**src/rtl/deq_pkg.sv**
```systemverilog
// Shared request and status codes and default sizing for the double-ended queue.
`default_nettype none

package deq_pkg;

	// Default number of entries in the ring store.
	localparam int DEQ_DEPTH = 16;

	// Field widths fixed by the interface.
	localparam int REQ_W    = 2;
	localparam int DATA_W   = 32;
	localparam int STATUS_W = 2;
	localparam int COUNT_W  = 5;

	// Request codes.
	localparam logic [REQ_W-1:0] REQ_PUSH_FRONT = 2'd0;
	localparam logic [REQ_W-1:0] REQ_PUSH_BACK  = 2'd1;
	localparam logic [REQ_W-1:0] REQ_POP_FRONT  = 2'd2;
	localparam logic [REQ_W-1:0] REQ_POP_BACK   = 2'd3;

	// Status codes.
	localparam logic [STATUS_W-1:0] ST_DONE  = 2'd0;
	localparam logic [STATUS_W-1:0] ST_EMPTY = 2'd1;
	localparam logic [STATUS_W-1:0] ST_FULL  = 2'd2;

endpackage

`default_nettype wire

```
**src/rtl/double_ended_queue_top.sv**
```systemverilog
// Top level of the double-ended queue: ring pointers, result pipeline and output register.
//
// Usage:
//   Requests enter on the input channel (in_valid/in_ready) with req_type and
//   push_value. Every request yields exactly one result item on the output
//   channel (out_valid/out_ready) carrying pop_value, status and entry_count.
//   The front pointer and entry count are updated at the edge that accepts a
//   request; a push writes the memory and a pop reads it at that same edge.
//   The read data is held in the read stage and moves into the output register
//   when that register is free, which raises out_valid. The block takes one
//   request per cycle while the receiver does not stall; the single-port entry
//   memory with its registered read sets that rate.
//   A request holds pointers and memory only for its own accept edge, so
//   back-to-back requests need no forwarding.
//   When the receiver stalls, the output register holds its item and one more
//   result waits in the read stage; then in_ready drops until out_ready rises.
//   Reset empties the queue (front pointer and count to zero) and clears both
//   valid flags; the memory contents are not cleared and are never read
//   before they are written.
`default_nettype none

module double_ended_queue_top
	import deq_pkg::*;
#(
	parameter int DEPTH = DEQ_DEPTH
) (
	input  wire logic                clk,
	input  wire logic                arst_n,
	input  wire logic                in_valid,
	output logic                     in_ready,
	input  wire logic [REQ_W-1:0]    req_type,
	input  wire logic [DATA_W-1:0]   push_value,
	output logic                     out_valid,
	input  wire logic                out_ready,
	output logic      [DATA_W-1:0]   pop_value,
	output logic      [STATUS_W-1:0] status,
	output logic      [COUNT_W-1:0]  entry_count
);

	localparam int AW = $clog2(DEPTH);
	localparam int CW = $clog2(DEPTH + 1);
	localparam int SW = CW + 1;

	logic [AW-1:0] front_q;
	logic [CW-1:0] count_q;

	logic          in_fire;
	logic          is_full;
	logic          is_empty;
	logic [AW-1:0] front_dec;
	logic [AW-1:0] front_inc;
	logic [SW-1:0] back_sum;
	logic [SW-1:0] back_wrap;
	logic [SW-1:0] last_wrap;

	logic                mem_wr;
	logic                mem_rd;
	logic [AW-1:0]       mem_addr;
	logic [DATA_W-1:0]   mem_rdata;
	logic [AW-1:0]       front_nxt;
	logic [CW-1:0]       count_nxt;
	logic [STATUS_W-1:0] status_nxt;
	logic                pop_ok_nxt;

	logic                valid_s1;
	logic                pop_ok_s1;
	logic [STATUS_W-1:0] status_s1;
	logic [CW-1:0]       count_s1;
	logic                advance_s1;

	logic                out_valid_q;
	logic [DATA_W-1:0]   pop_value_q;
	logic [STATUS_W-1:0] status_q;
	logic [CW-1:0]       out_count_q;
	logic [CW+COUNT_W-1:0] count_ext;

	// Handshake: the read stage moves on when the output register is free.
	assign advance_s1 = valid_s1 && (!out_valid_q || out_ready);
	assign in_ready   = !valid_s1 || advance_s1;
	assign in_fire    = in_valid && in_ready;

	// Ring positions, each wrapping modulo DEPTH with a single compare.
	assign is_full   = (count_q == CW'(DEPTH));
	assign is_empty  = (count_q == '0);
	assign front_dec = (front_q == '0) ? AW'(DEPTH - 1) : front_q - AW'(1);
	assign front_inc = (front_q == AW'(DEPTH - 1)) ? '0 : front_q + AW'(1);
	assign back_sum  = SW'(front_q) + SW'(count_q);
	assign back_wrap = (back_sum >= SW'(DEPTH)) ? back_sum - SW'(DEPTH) : back_sum;
	assign last_wrap = (back_wrap == '0) ? SW'(DEPTH - 1) : back_wrap - SW'(1);

	// Request decode: memory access, pointer update and status.
	always_comb begin
		mem_wr     = 1'b0;
		mem_rd     = 1'b0;
		mem_addr   = front_q;
		front_nxt  = front_q;
		count_nxt  = count_q;
		status_nxt = ST_DONE;
		pop_ok_nxt = 1'b0;
		unique case (req_type)
			REQ_PUSH_FRONT: begin
				if (is_full) begin
					status_nxt = ST_FULL;
				end else begin
					mem_wr    = 1'b1;
					mem_addr  = front_dec;
					front_nxt = front_dec;
					count_nxt = count_q + CW'(1);
				end
			end
			REQ_PUSH_BACK: begin
				if (is_full) begin
					status_nxt = ST_FULL;
				end else begin
					mem_wr    = 1'b1;
					mem_addr  = back_wrap[AW-1:0];
					count_nxt = count_q + CW'(1);
				end
			end
			REQ_POP_FRONT: begin
				if (is_empty) begin
					status_nxt = ST_EMPTY;
				end else begin
					mem_rd     = 1'b1;
					pop_ok_nxt = 1'b1;
					mem_addr   = front_q;
					front_nxt  = front_inc;
					count_nxt  = count_q - CW'(1);
				end
			end
			REQ_POP_BACK: begin
				if (is_empty) begin
					status_nxt = ST_EMPTY;
				end else begin
					mem_rd     = 1'b1;
					pop_ok_nxt = 1'b1;
					mem_addr   = last_wrap[AW-1:0];
					count_nxt  = count_q - CW'(1);
				end
			end
			default: begin
				status_nxt = ST_DONE;
			end
		endcase
	end

	deq_store #(
		.DEPTH (DEPTH)
	) u_store (
		.clk   (clk),
		.wr_en (mem_wr && in_fire),
		.rd_en (mem_rd && in_fire),
		.addr  (mem_addr),
		.wdata (push_value),
		.rdata (mem_rdata)
	);

	// Ring pointer and entry count.
	always_ff @(posedge clk or negedge arst_n) begin
		if (!arst_n) begin
			front_q <= '0;
			count_q <= '0;
		end else if (in_fire) begin
			front_q <= front_nxt;
			count_q <= count_nxt;
		end
	end

	// Read stage: waits for the memory data.
	always_ff @(posedge clk or negedge arst_n) begin
		if (!arst_n) begin
			valid_s1 <= 1'b0;
		end else if (in_fire) begin
			valid_s1 <= 1'b1;
		end else if (advance_s1) begin
			valid_s1 <= 1'b0;
		end
	end

	always_ff @(posedge clk) begin
		if (in_fire) begin
			pop_ok_s1 <= pop_ok_nxt;
			status_s1 <= status_nxt;
			count_s1  <= count_nxt;
		end
	end

	// Output register: holds the result item until it is taken.
	always_ff @(posedge clk or negedge arst_n) begin
		if (!arst_n) begin
			out_valid_q <= 1'b0;
		end else if (advance_s1) begin
			out_valid_q <= 1'b1;
		end else if (out_ready) begin
			out_valid_q <= 1'b0;
		end
	end

	always_ff @(posedge clk) begin
		if (advance_s1) begin
			pop_value_q <= pop_ok_s1 ? mem_rdata : '0;
			status_q    <= status_s1;
			out_count_q <= count_s1;
		end
	end

	// The reported count is the held count, zero-extended and then truncated to the field width.
	assign count_ext   = {{COUNT_W{1'b0}}, out_count_q};
	assign out_valid   = out_valid_q;
	assign pop_value   = pop_value_q;
	assign status      = status_q;
	assign entry_count = count_ext[COUNT_W-1:0];

endmodule

`default_nettype wire

```
**src/rtl/deq_store.sv**
```systemverilog
// Single-port entry memory with a registered read port.
`default_nettype none

module deq_store
	import deq_pkg::*;
#(
	parameter int DEPTH = DEQ_DEPTH
) (
	input  wire logic                     clk,
	input  wire logic                     wr_en,
	input  wire logic                     rd_en,
	input  wire logic [$clog2(DEPTH)-1:0] addr,
	input  wire logic [DATA_W-1:0]        wdata,
	output logic      [DATA_W-1:0]        rdata
);

	logic [DATA_W-1:0] mem [DEPTH];
	logic [DATA_W-1:0] rdata_q;

	// Write on a push, read on a pop; at most one of them per cycle.
	always_ff @(posedge clk) begin
		if (wr_en) begin
			mem[addr] <= wdata;
		end
		if (rd_en) begin
			rdata_q <= mem[addr];
		end
	end

	assign rdata = rdata_q;

endmodule

`default_nettype wire

```
**config.mk**
```make
export PLATFORM = sky130hd
export DESIGN_NAME = double_ended_queue_top
export DESIGN_NICKNAME = d
export VERILOG_FILES = /design/src/rtl/deq_pkg.sv /design/src/rtl/double_ended_queue_top.sv /design/src/rtl/deq_store.sv
export SDC_FILE = /design/constraint.sdc
export NUM_CORES = 1
export LEC_CHECK = 0
export BUFFER_PORTS_ARGS = -buffer_cell sky130_fd_sc_hd__buf_4
export CAP_MARGIN = 25
export CORE_AREA = 3 3 281 255
export DETAILED_ROUTE_END_ITERATION = 10
export DIE_AREA = 0 0 284 258
export GPL_ROUTABILITY_DRIVEN = 0
export PLACE_DENSITY_LB_ADDON = 0.1
export SLEW_MARGIN = 5
export SYNTH_ARGS = -nofsm -noshare
export SYNTH_HDL_FRONTEND = slang
export SYNTH_SLANG_ARGS = --single-unit
```
**constraint.sdc**
```tcl
create_clock -name clk -period 6.2 [get_ports clk]
set_input_delay 0.93 -clock clk [delete_from_list [all_inputs] [get_ports clk]]
set_output_delay 0.93 -clock clk [all_outputs]
set_load 0.05 [all_outputs]
```
==> run_results.csv <==
group,metric,value,unit
power_and_ir_drop,pwr_density_cell,521,mW/mm^2
synth,synth-edff-count,591,
floorplanning,core_area,0.0687,mm^2
placed_design,portBuffers,78,
timing,rsz0062_at_grt,"false",
status,outcome,"completed",
synth,synthCells,1300,
clocking,cts_buffers,68,
floorplanning,die_area,0.0733,mm^2
timing,finalMaxSlewViolations,0,
hold_path,hold_class,"in -> async",
power_and_ir_drop,vdd_drop_max,0.000353,V
global_route,antenna_found_initial,3,
setup_path,path_class,"reg -> reg",
setup_path,end_kind,"flop",
timing,tightest_slew,0.889,ns
final_layout,drive_gt1_share,26.7,%
timing,fin_crit,4.89,ns
clocking,clk_pin_slew,0.06,ns
setup_path,r2r_setup_slack,1.31,ns
synth,synth_top_area_share,73.9,%
timing,max_slew_margin,40.6,%
timing,finClkSkew,0.0172,ns
clocking,cts-root-buf,"clkbuf_16",
setup_path,reg2reg_depth,17,
detailed_routing,drt-total-wl,59500,um
detailed_routing,drc,0,
setup_path,r2r-end,"u_store.mem[1][20]$_DFFE_PP_",
timing,fin_crit_sh,78.8,%
detailed_routing,num_vias,12200,
clocking,cts_setup_buffers,0,
setup_path,r2r_start,"front_q[0]$_DFFE_PN0P_",
synth,syn-mean-instance-area,18.5,um^2
final_layout,layout_commonest_cell,"edfxtp_1",
clocking,postCtsHoldBufs,0,
final_layout,final_cell_count_no_fill,2399,
power_and_ir_drop,p_total,14.5,mW
setup_path,crit_path_max_fanout,15,
timing,hold_violations,0,
synth,yosys.area.top_type,"edfxtp_1",
clocking,clkLatencyLatePin,0.59,ns
detailed_routing,wl_per_cell,24.8,um
detailed_routing,via_per_inst,5.07,
global_route,grt_max_degree,104,
global_route,grt_pass1_vias,12400,
synth,syn_nets,1349,
power_and_ir_drop,leakagePower,9.30,nW
setup_path,cp.required,6.47,ns
setup_path,start_kind,"flop",
setup_path,cp_data_arrival_time,5.16,ns
clocking,htree_levels,3,
global_route,grt.overflow.total,0,
synth,yosysSeqAreaShare,75.0,%
timing,finalSetupTns,0,ns
flow_run,drv_cap,0,
detailed_routing,ant_nets,0,
floorplanning,num_rows,91,
synth,ys_types,51,
detailed_routing,drt_first_iter_violations,899,
clocking,clk_path_buf_depth,3,
floorplanning,io_pins,79,
synth,synth_area_leaders,"edfxtp_1 (74%), mux2i_1 (5.6%), mux2_2 (5.2%)",
final_layout,layout_common_cells,"edfxtp_1 (591), mux2i_1 (135), buf_4 (117)",
floorplanning,start_util,35.0,%
final_layout,fillers,6206,
detailed_routing,first_pass_iters,5,
final_layout,final_nets,1464,
synth,async_flop_share,1.83,%
timing,setup_violations,0,
floorplanning,die_x,284,um
timing,fmax,205,MHz
clocking,cts_tree,"built",
synth,ys.flop_type,"edfxtp_1",
clocking,cts_resized,0,
synth,yosys_warnings,0,
synth,synth_area,0.0240,mm^2
placed_design,postPlaceCellArea,0.0259,mm^2
global_route,grt_pass1_wl,86900,um
final_layout,fin_util,40.6,%
final_layout,finalInstanceArea,0.0279,mm^2
global_route,grt_usage,16.2,%
final_layout,area_growth,16.1,%
clocking,cts_sinks,602,
synth,ys_ff_latch,602,
placed_design,dp_cells,2274,
placed_design,hpwlAfterDp,35700,um
floorplanning,die_h,258,um
-- report_power, final --
group | switching, mW | internal, mW
clock network | 1.56 | 2.06
registers | 0.171 | 5.07
logic | 3.41 | 2.27
-- worst max-delay path, cell delays in order, from the launching register on --
cell	delay [ns]
dfrtp_1	0.58
ha_1	0.24
inv_1	0.05
fa_1	0.40
nor2b_1	0.17
o21ai_0	0.12
nor2b_1	0.17
xnor2_1	0.13
ha_1	0.32
mux2i_1	0.08
a22oi_1	0.18
o31ai_1	0.09
nor2_1	0.11
a2bb2oi_1	0.30
o21ai_4	0.21
buf_4	0.29
nor3_2	0.74
buf_4	0.36
-- sequential cells by signal, indices dropped and copies added, names as in the netlist --
register,flops
count_q,5
count_s1,5
entry_count,5
front_q,4
out_valid,1
pop_ok_s1,1
pop_value,32
status,2
status_s1,2
u_store.mem,512
u_store.rdata,32
valid_s1,1
-- through the flow --
stage,hold WS [ns],setup WS (ns)
2_1_floorplan,0.400,0.0528
6_report,0.177,1.31
4_1_cts,0.146,1.17
3_3_place_gp,0.407,1.26
5_1_grt,0.152,0.893
3_5_place_dp,0.405,1.16
-- cell families after synthesis --
kind of cell / after synthesis / share of synthesized area, %
DFF: 602 / 75.0
muxes: 300 / 14.1
AOI/OAI and AO/OA: 179 / 5.46
and+or+nand+nor: 112 / 2.75
buffers and inverters: 88 / 1.78
adders and majority gates: 11 / 0.604
xor gates and xnor gates: 8 / 0.292
-- layout make-up --
type	instances	area (um^2)	share of cell area [%]
Clock buffer	92	1810	6.50
Sequential cell	602	18000	64.6
Inverter	10	37.5	0.135
Multi-Input combinational cell	610	5700	20.4
Clock inverter	29	165	0.592
Antenna cell	3	7.51	0.0269
Tap cell	930	1160	4.17
Timing Repair Buffer	123	990	3.55
-- cells in the mapped netlist, types with 2 or more instances --
library cell	n
a21o_1	2
a21oi_1	14
a221oi_1	64
a22oi_1	2
a31oi_1	6
and2_1	34
and3_1	3
buf_1	6
buf_2	30
buf_6	8
clkbuf_1	34
dfrtp_1	11
edfxtp_1	591
ha_1	10
inv_1	10
mux2_1	9
mux2_2	110
mux2_4	46
mux2i_1	135
nand2_1	10
nand2b_1	11
nand3_1	3
nand4bb_1	2
nor2_1	13
nor2b_1	5
nor3_1	14
nor3b_1	8
nor4_1	2
o21ai_0	7
o21ai_1	2
o22ai_1	67
o31ai_1	4
o41ai_1	3
xnor2_1	5
xor2_1	3
-- metal layers --
| layer | global-route usage, % | part of all wire, % |
|---|---|---|
| met5 | 0 | 0 |
| met4 | 4.11 | 1.7 |
| met3 | 2.70 | 4.2 |
| met2 | 24.6 | 45 |
| met1 | 24.1 | 49 |
-- worst max path at each step --
stage | start | to | slack [ns]
after global routing | front_q[0]$_DFFE_PN0P_ | u_store.mem[4][3]$_DFFE_PP_ | 0.89
after floorplan | front_q[1]$_DFFE_PN0P_ | u_store.mem[15][0]$_DFFE_PP_ | 0.05
final | front_q[0]$_DFFE_PN0P_ | u_store.mem[1][20]$_DFFE_PP_ | 1.31
after global placement | front_q[0]$_DFFE_PN0P_ | u_store.mem[3][14]$_DFFE_PP_ | 1.26
after CTS | front_q[0]$_DFFE_PN0P_ | u_store.mem[3][5]$_DFFE_PP_ | 1.17
after detailed placement | front_q[0]$_DFFE_PN0P_ | u_store.mem[3][8]$_DFFE_PP_ | 1.16
(Power assumes the default switching activity.)
